--- src/design/bfs_pkg.sv ---
package bfs_pkg;
    localparam int HOSTS_DEF       = 64;
    localparam int QUEUE_DEPTH_DEF = 16;
    localparam int TAG_COUNT_DEF   = 256;

    localparam logic [1:0] OP_SUBMIT   = 2'd0;
    localparam logic [1:0] OP_COMPLETE = 2'd1;
    localparam logic [1:0] OP_DECIDE   = 2'd2;

    localparam logic [1:0] RK_EXEC   = 2'd0;
    localparam logic [1:0] RK_REJECT = 2'd1;
    localparam logic [1:0] RK_DROP   = 2'd2;
    localparam logic [1:0] RK_END    = 2'd3;

    // queue cell control: hold, load at tail, shift left from index
    typedef struct packed {
        logic       load;
        logic       shift;
        logic [5:0] rm_idx;
        logic [5:0] tail;
    } t_qctl;
endpackage

--- src/design/bfs_cell.sv ---
// One queue slot: holds a tag and size, loads at the tail, takes its right
// neighbour's entry when a slot at or below it is removed.
module bfs_cell import bfs_pkg::*; #(
    parameter int IDX = 0
) (
    input  logic       i_clk,
    input  t_qctl      i_ctl,
    input  logic [7:0] i_tag,
    input  logic [7:0] i_size,
    input  logic [7:0] i_nb_tag,
    input  logic [7:0] i_nb_size,
    output logic [7:0] o_tag,
    output logic [7:0] o_size
);
    logic [7:0] r_tag, r_size;
    always_ff @(posedge i_clk) begin
        if (i_ctl.load && i_ctl.tail == 6'(IDX)) begin
            r_tag  <= i_tag;
            r_size <= i_size;
        end else if (i_ctl.shift && 6'(IDX) >= i_ctl.rm_idx) begin
            r_tag  <= i_nb_tag;
            r_size <= i_nb_size;
        end
    end
    assign o_tag  = r_tag;
    assign o_size = r_size;
endmodule

--- config.mk ---
export PLATFORM = sky130hd
export DESIGN_NAME = bfs_cell
export DESIGN_NICKNAME = d
export VERILOG_FILES = /design/src/design/bfs_pkg.sv /design/src/design/bfs_cell.sv
export SDC_FILE = /design/constraint.sdc
export NUM_CORES = 1
export LEC_CHECK = 0
export ABC_AREA = 1
export BUFFER_PORTS_ARGS = -buffer_cell sky130_fd_sc_hd__buf_2
export CAP_MARGIN = 20
export CORE_MARGIN = 2
export CORE_UTILIZATION = 38
export DETAILED_ROUTE_END_ITERATION = 10
export HOLD_SLACK_MARGIN = 0.15
export PLACE_DENSITY = 0.85
export SYNTH_ARGS = -nofsm -noshare
export SYNTH_HDL_FRONTEND = slang
export SYNTH_SLANG_ARGS = --single-unit
--- constraint.sdc ---
create_clock -name i_clk -period 1.8 [get_ports i_clk]
set_input_delay 0 -clock i_clk [delete_from_list [all_inputs] [get_ports i_clk]]
set_output_delay 0 -clock i_clk [all_outputs]
set_load 0.1 [all_outputs]
==> run_results.csv, run 1 <==
group,metric,value,unit
status,status,"finished, final reports clean",
floorplanning,die_w,49.7,um
final_layout,n_fill_cell,147,
clocking,cts.reportedPaths.clkPinSlew,0.09,ns
placed_design,place_hpwl,1.45,mm
final_layout,fin_nets,228,
power,power_frac_seq,52.5,%
power,p_sw,0.199,mW
setup_path,critPathArrivalTime,1.37,ns
drt,drt-total-wl,2.68,mm
final_layout,diodes,0,
yosys,synth.distinct_cells,12,
clocking,cts_root_buf,"clkbuf_4",
hold_path,holdCritStartpoint,"i_tag[3]",
floorplanning,core_area,1960,sq um
yosys,synth.largest_area_cell,"edfxtp_1",
clocking,cts_buffers,3,
drt,viasPerCell,4.59,
yosys,netlist_top_cells_count,"nand2_1, edfxtp_1, nand3_1, inv_1, nor2_1",
setup_path,worstPathRequired,1.82,ns
clocking,cts_tree,"done",
power,pwr-share-comb,23.4,%
drt,drcViolationCount,0,
timing,finalSetupViolCount,0,
drt,dr.first_iter.drc_count,16,
setup_path,crit_path_end_kind,"register",
global_route,track_usage,23.7,%
yosys,synthArstFlopShare,0,%
setup_path,cp_num_buf_inv,3,
yosys,synth_edf_count,16,
timing,period_share,75.0,%
placed_design,pre_cts_slack,0.444,ns
setup_path,path_cells,"dlygate4sd3_1 -> buf_2 -> nand2_1 -> nand2_1 -> dlygate4sd3_1",
yosys,avgSynthCellArea,9.57,sq um
yosys,synth.top_cell.area_share,60.5,%
hold_path,hold-path-cell-count,4,
timing,period_needed,1.35,ns
global_route,grt_pass1_wl,4.35,mm
yosys,synthMuxAreaShare,0,%
setup_path,path_class,"in2reg",
final_layout,multiInputGateArea,269,sq um
timing,tightest_slew,0.627,ns
power,p_leak,0.744,nW
timing,relSlewSlack,58.1,%
hold_path,hp-class,"in2reg",
drt,wl_per_cell,13.0,um
run,cap_viol_max_count,0,
yosys,synth-compound-area-share,0,%
global_route,grt_antenna_before_repair,0,
yosys,synthTopCellsByArea,"edfxtp_1, nand2_1, nand3_1",
placed_design,io_buffers,62,
drt,ant_nets,0,
power,power_frac_clock,24.0,%
setup_path,cp-start-kind,"primary input",
final_layout,regArea,480,sq um
yosys,synth-adder-area-share,0,%
timing,fmax,740,MHz
clocking,cts_setup_buffers,0,
placed_design,gp_congestion,0.655,
timing,fin_setup_tns,0,ns
yosys,synth-seq-cells,16,
timing,rsz0062_at_grt,"no",
floorplanning,num_rows,16,
yosys,ys_warn_count,0,
yosys,synth_cells,83,
power,peakVddDrop,0.313,mV
yosys,netlist_area,795,sq um
final_layout,drive_gt1_share,40.0,%
power,powerDensity,538,nW/um^2
floorplanning,ios,63,
drt,vias,950,
clocking,cts_sinks,16,
setup_path,cpLargestDelayFamily,"buffers and inverters",
yosys,yosysSeqAreaShare,60.5,%
clocking,clock_path_buffers,2,
yosys,synth-main-ff-cell,"edfxtp_1",
global_route,grt_max_degree,18,
global_route,gr-total-overflow,0,
timing,worst_slack,0.449,ns
yosys,synthSimpleGateAreaFrac,33.9,%
floorplanning,initial_core_util,40.5,%
power,p_int,0.594,mW
setup_path,slowest_delay,0.58,ns
setup_path,crit_path_top_delay_cell,"dlygate4sd3_1",
drt,drt_pass1_iterations,4,
final_layout,area_growth,85.5,%
power,swShare,25.1,%
yosys,yosysMostFrequentCell,"nand2_1",
hold_path,holdPathEnd,"o_tag[3]",
yosys,yosys.area_share.xor_xnor,0,%
clocking,h-tree-depth,1,
yosys,syn_nets,130,
global_route,grt_pass1_vias,1003,
timing,finalHoldViolCount,0,
timing,slew_violations,0,
setup_path,worstPathMaxFanout,1,
floorplanning,die_h,49.7,um
yosys,synth_top_family_by_area,"simple AND/OR/NAND/NOR gates",
floorplanning,die-area,2470,sq um
## kinds of logic after synthesis
logic type             after synthesis
flip-flops                          16
AND/OR/NAND/NOR                     59
buffers and inverters                8
## power by group through the flow
stage / sequential, mW / clock (mW) / combinational [mW]
after detailed placement: 0.425 / 0 / 0.125
final: 0.416 / 0.190 / 0.186
after global placement: 0.424 / 0 / 0.122
after floorplan: 0.458 / 0 / 0.0330
after global routing: 0.417 / 0.208 / 0.201
after CTS: 0.416 / 0.185 / 0.179
## sequential cells by signal (all words and copies together), names as in the netlist
name,flops
o_tag,8
o_size,8
## worst min-delay path: cells and delay by family
kind | cells | cell delay (ns)
simple gates | 2 | 0.13
buf+inv | 2 | 0.61
## through the flow
step | std cells | power [mW] | hold WS [ns] | utilization (%) | area, sq um
finish | 207 | 0.793 | 0.559 | 75.1 | 1470
global route | 207 | 0.826 | 0.574 | 75.1 | 1470
CTS | 207 | 0.780 | 0.549 | 75.1 | 1470
detailed placement | 171 | 0.549 | 0.271 | 57.5 | 1130
global placement | 171 | 0.547 | 0.268 | 57.5 | 1130
floorplan | 83 | 0.491 | 0.179 | - | 795
## per-layer routing
| metal | up-vias | wire length, um | track usage, % |
|---|---|---|---|
| li1 | 469 | - | - |
| met1 | 432 | 1050 | 26.9 |
| met2 | 45 | 1420 | 43.8 |
| met3 | 4 | 178 | 3.33 |
| met4 | 0 | 31 | 9.72 |
| met5 | - | 0 | 0 |
## layout by cell type, fill, tap and decap left out
master         synthesis  final
edfxtp_1              16     16
clkinv_1               0      1
dlygate4sd3_1          0     32
inv_1                  4      4
buf_4                  2      2
inv_2                  1      1
nand2_2                1      1
nand2_4                1      1
nor2_4                 2      2
nand3_1               16     16
nand4_1                1      1
clkbuf_4               0      3
nor2_1                 3      3
buf_2                  0     62
nand2_1               35     35
## worst max-delay path by stage
stage,cells after the start,to,start
after floorplan,6,o_size[0],i_ctl[3]
after global placement,6,o_size[1],i_ctl[3]
after detailed placement,6,o_size[1],i_ctl[4]
after CTS,5,o_tag[1],i_nb_tag[1]
after global routing,5,o_size[1],i_nb_size[1]
final,5,o_tag[4],i_nb_tag[4]
## repair_timing
action / 4_1_cts / 5_1_grt
resized for setup: 0 / 0
endpoints found under the hold margin: 16 / 0
hold buffers: 32 / 0
setup endpoints to repair: 0 / 0
## layout make-up
cell class / instances / share of cell area [%]
timing repair buffer: 96 / 43.8
sequential: 16 / 32.6
multi-input combinational: 59 / 18.3
tap: 27 / 2.29
clock buffer: 3 / 1.53
inverter: 5 / 1.27
clock inverter: 1 / 0.255
No activity file was read; power rests on OpenSTA's default activity.
==> run 2, diff against run 1 <==
==> constraint.sdc (replaced) <==
create_clock -name i_clk -period 1.35 [get_ports i_clk]
set_input_delay 0 -clock i_clk [delete_from_list [all_inputs] [get_ports i_clk]]
set_output_delay 0 -clock i_clk [all_outputs]
set_load 0.1 [all_outputs]
==> run 2 against run 1 <==
Compared with the run above:
- design area grew 0.51%
- setup slack lost 0.45 ns
- utilization increased by 0.38 points
- worst hold slack worse by 0.25 ns
- critical path type unchanged
- sequential share of layout area shrank 0.17 points
==> run_results.csv, run 2 (synthesis gave the netlist of run 1 again) <==
group,metric,value,unit
status,status,"finished, final reports clean",
global_route,grt_pass1_wl,4.10,mm
floorplanning,ios,63,
drt,wl_met2,1.26,mm
floorplanning,die_h,49.7,um
clocking,clock_path_buffers,2,
power,power,1.05,mW
timing,slew_violations,0,
final_layout,diodes,0,
clocking,cts.reportedPaths.clkPinSlew,0.09,ns
drt,ant_nets,0,
final_layout,layout_common_cells,"buf_2, nand2_1, dlygate4sd3_1",
placed_design,gp_congestion,0.679,
floorplanning,num_rows,16,
final_layout,n_fill_cell,140,
timing,period_needed,1.35,ns
drt,viasPerCell,4.81,
final_layout,final_common_cell,"buf_2",
drt,drt-met1-wl,981,um
placed_design,place_area,1130,sq um
setup_path,slowest_delay,0.57,ns
setup_path,worstPathRequired,1.37,ns
clocking,cts_sinks,16,
drt,wl_per_cell,12.2,um
run,cap_viol_max_count,0,
global_route,track_usage,22.2,%
global_route,grt_pass1_vias,1004,
timing,fmax,742,MHz
final_layout,fin_area,1480,sq um
timing,period_share,99.9,%
drt,dr.first_iter.drc_count,28,
final_layout,finalNonFillerCells,208,
clocking,cts_resized,0,
final_layout,area_growth,86.5,%
power,p_leak,0.750,nW
clocking,cts_setup_buffers,0,
drt,drt-total-wl,2.54,mm
floorplanning,die-area,2470,sq um
drt,dr_wl_met3,210,um
global_route,grt_antenna_before_repair,0,
drt,top_layer,"met4",
clocking,h-tree-depth,1,
setup_path,path_class,"in2reg",
placed_design,placed_cells,172,
timing,fin_setup_tns,0,ns
placed_design,io_buffers,62,
timing,whs,0.304,ns
drt,vias,1000,
timing,tightest_slew,0.495,ns
hold_path,hp-class,"in2reg",
clocking,holdBufCountCts,32,
clocking,cts_tree,"done",
setup_path,crit_path_end_kind,"register",
drt,drt_pass1_iterations,4,
timing,finalSetupViolCount,0,
clocking,cts_buffers,3,
floorplanning,core_area,1960,sq um
setup_path,worstPathMaxFanout,1,
drt,drcViolationCount,0,
setup_path,critPathArrivalTime,1.37,ns
floorplanning,die_w,49.7,um
setup_path,path_cells,"dlygate4sd3_1 -> buf_2 -> nand2_1 -> nand2_1 -> dlygate4sd3_1",
timing,worst_slack,0.00188,ns
placed_design,place_hpwl,1.50,mm
placed_design,pre_cts_slack,0.219,ns
setup_path,crit_path_top_delay_cell,"dlygate4sd3_1",
timing,rsz0062_at_grt,"no",
clocking,cts_root_buf,"clkbuf_4",
power,peakVddDrop,0.448,mV
final_layout,drive_gt1_share,40.3,%
setup_path,cp-start-kind,"primary input",
final_layout,fin_nets,229,
global_route,gr-total-overflow,0,
timing,finalHoldViolCount,0,
final_layout,fin_util,75.5,%
timing,relSlewSlack,67.2,%
floorplanning,initial_core_util,40.5,%
global_route,grt_max_degree,18,
power,powerDensity,708,nW/um^2
run 2: changes by cell type in the layout (fill, tap and decap cells not counted):
cell and change:
buf_4 +1
run 2: worst paths after layout:
| check | endpoint | depth (start not counted) | startpoint | slack (ns) |
|---|---|---|---|---|
| hold / removal | o_tag[1] | 5 | i_ctl[10] | 0.30 |
| setup / recovery | o_tag[7] | 5 | i_nb_tag[7] | 0.002 |
run 2: cell type report:
cell class	count	area (sq um)	share of cell area [%]
multi-input combinational	59	269	18.2
sequential	16	480	32.4
clock inverter	1	3.75	0.253
clock buffer	3	22.5	1.52
inverter	5	18.8	1.27
timing repair buffer	97	653	44.1
tap	27	33.8	2.28
run 2: per-layer routing:
layer	vias to the layer above	track usage, %
li1	471	-
met1	461	24.8
met5	-	0
met3	10	3.64
met2	58	39.8
met4	0	12.0
run 2: power breakdown:
group          internal, mW  switching [mW]  total, mW  leakage [nW]
logic                 0.131           0.116      0.248         0.590
clock network         0.107           0.140      0.247        0.0154
registers             0.553         0.00152      0.555         0.144
total                 0.791           0.258       1.05         0.750
run 2: worst max-delay path, delay by kind of cell:
| kind | cells | cell delay, ns |
|---|---|---|
| and+or+nand+nor | 2 | 0.14 |
| buffers and inverters | 3 | 1.24 |
==> run 3, diff against run 2 <==
--- a/config.mk
+++ b/config.mk
@@ -5,11 +5,10 @@
 export SDC_FILE = /design/constraint.sdc
 export NUM_CORES = 1
 export LEC_CHECK = 0
-export ABC_AREA = 1
 export BUFFER_PORTS_ARGS = -buffer_cell sky130_fd_sc_hd__buf_2
 export CAP_MARGIN = 20
 export CORE_MARGIN = 2
-export CORE_UTILIZATION = 38
+export CORE_UTILIZATION = 37
 export DETAILED_ROUTE_END_ITERATION = 10
 export HOLD_SLACK_MARGIN = 0.15
 export PLACE_DENSITY = 0.85
==> run 3 against run 2 <==
Compared with the run above:
- design area decreased by 0.17%
- final cell count down 21%
- highest routed layer unchanged
- wire length fell by 4.3%
==> run_results.csv, run 3 <==
group,metric,value,unit
floorplanning,die_h,49.0,um
hold_path,hp-class,"in2reg",
timing,fin_setup_tns,0,ns
run,cap_viol_max_count,0,
timing,relSlewSlack,67.1,%
setup_path,worstSetupEndpoint,"o_size[4]",
yosys,synth_cells,38,
drt,viasPerCell,4.48,
yosys,synth.top_cell.area_share,64.0,%
setup_path,path_cells,"buf_2 -> or4b_4 -> o41ai_4 -> buf_4",
placed_design,io_buffers,62,
drt,vias,739,
yosys,synthArstFlopShare,0,%
power,p_leak,0.699,nW
final_layout,fin_util,76.2,%
clocking,cts_setup_buffers,0,
final_layout,drive_gt1_share,64.5,%
setup_path,crit_path_top_delay_cell,"or4b_4",
status,status,"finished, final reports clean",
floorplanning,die-area,2410,sq um
yosys,yosysSeqAreaShare,64.0,%
drt,drt_pass1_iterations,4,
timing,finalHoldViolCount,0,
floorplanning,num_rows,16,
final_layout,final_common_cell,"buf_2",
clocking,cts_buffers,3,
timing,period_needed,1.19,ns
setup_path,cp_num_buf_inv,2,
yosys,syn_nets,85,
yosys,synth.largest_area_cell,"edfxtp_1",
timing,rsz0062_at_grt,"no",
setup_path,cpLargestDelayFamily,"simple AND/OR/NAND/NOR gates",
final_layout,area_growth,97.0,%
final_layout,layout_common_cells,"buf_2, dlygate4sd3_1, edfxtp_1",
floorplanning,initial_core_util,38.7,%
yosys,netlist_area,751,sq um
power,peakVddDrop,0.448,mV
floorplanning,die_w,49.0,um
setup_path,slowest_delay,0.54,ns
yosys,synthTopCellsByArea,"edfxtp_1, mux2_4, mux2_2",
yosys,yosysMostFrequentCell,"edfxtp_1",
floorplanning,core_area,1940,sq um
clocking,clock_path_buffers,2,
yosys,avgSynthCellArea,19.8,sq um
clocking,holdBufCountCts,32,
drt,drt-total-wl,2.43,mm
global_route,grt_max_degree,11,
setup_path,cp-start-kind,"primary input",
timing,fmax,838,MHz
setup_path,cp-startpoint,"i_ctl[9]",
placed_design,gp_congestion,0.672,
timing,period_share,88.4,%
clocking,cts_tree,"done",
yosys,synth-seq-cells,16,
final_layout,fin_nets,187,
timing,tightest_slew,0.497,ns
global_route,gr-total-overflow,0,
timing,finalSetupViolCount,0,
yosys,synth.distinct_cells,9,
setup_path,cp.depth,4,
final_layout,diodes,0,
drt,drcViolationCount,0,
yosys,synth_edf_count,16,
setup_path,critPathArrivalTime,1.18,ns
global_route,track_usage,22.3,%
drt,wl_per_cell,14.7,um
setup_path,path_class,"in2reg",
setup_path,worstPathMaxFanout,8,
clocking,cts_root_buf,"clkbuf_4",
setup_path,crit_path_end_kind,"register",
power,powerDensity,696,nW/um^2
global_route,grt_pass1_wl,3.77,mm
clocking,h-tree-depth,1,
drt,dr.first_iter.drc_count,4,
clocking,cts_sinks,16,
clocking,cts_resized,0,
global_route,grt_antenna_before_repair,0,
floorplanning,ios,63,
timing,slew_violations,0,
drt,ant_nets,0,
global_route,grt_pass1_vias,833,
setup_path,worstPathRequired,1.34,ns
yosys,netlist_top_cells_count,"edfxtp_1, mux2_4, mux2_2",
clocking,cts.reportedPaths.clkPinSlew,0.08,ns
yosys,synth-main-ff-cell,"edfxtp_1",
yosys,ys_warn_count,0,
==> run 3: changes by cell type in the layout (fill, tap and decap cells not counted), sizes merged <==
cell / change
buf: +1
nand2: -37
mux2: +16
nor2: -4
nand4: -1
inv: -5
o41ai: +1
clkinv: -1
nand3: -15
nor4: +1
or4b: +1
==> run 3: final cells by class <==
type	instances	area (sq um)
Timing Repair Buffer	98	661
Sequential cell	16	480
Fill cell	137	463
Multi-Input combinational cell	21	282
Tap cell	27	33.8
Clock buffer	3	22.5
==> run 3: through the flow <==
| step | power (mW) | setup WS [ns] | instance area [sq um] | hold WS, ns | std cells |
|---|---|---|---|---|---|
| floorplan | 0.649 | -0.304 | 773 | 0.217 | 38 |
| global placement | 0.722 | -0.110 | 1140 | 0.304 | 130 |
| detailed placement | 0.728 | -0.137 | 1140 | 0.304 | 130 |
| CTS | 1.02 | 0.158 | 1480 | 0.217 | 165 |
| global route | 1.08 | 0.143 | 1480 | 0.209 | 165 |
| finish | 1.03 | 0.157 | 1480 | 0.221 | 165 |
==> run 3: cells by family after synthesis <==
family,Yosys count,share of synthesized area [%]
muxes,16,28.5
DFF,16,64.0
and+or+nand+nor,4,4.83
AOI/OAI and AO/OA,1,1.17
buffers and inverters,1,1.50
==> run 3: how the worst min path moves through the flow <==
stage,start,to,cells past startpoint,slack (ns)
floorplan,i_nb_size[5],o_size[5],1,0.22
global placement,i_nb_size[5],o_size[5],2,0.30
detailed placement,i_tag[1],o_tag[1],2,0.30
CTS,i_ctl[8],o_size[1],3,0.22
global route,i_ctl[8],o_tag[3],3,0.21
finish,i_ctl[8],o_tag[3],3,0.22
==> run 3: metal layers <==
layer | track usage [%] | wire length (um)
met1 | 18.2 | 710
met2 | 48.6 | 1560
met3 | 3.07 | 84
met4 | 11.4 | 78
met5 | 0 | 0
==> run 3: report_power, final <==
part	internal, mW	leakage, nW	total (mW)	switching (mW)
combinational	0.142	0.542	0.240	0.0978
clock	0.103	0.0138	0.235	0.132
sequential	0.553	0.144	0.555	0.00163
total	0.799	0.699	1.03	0.231
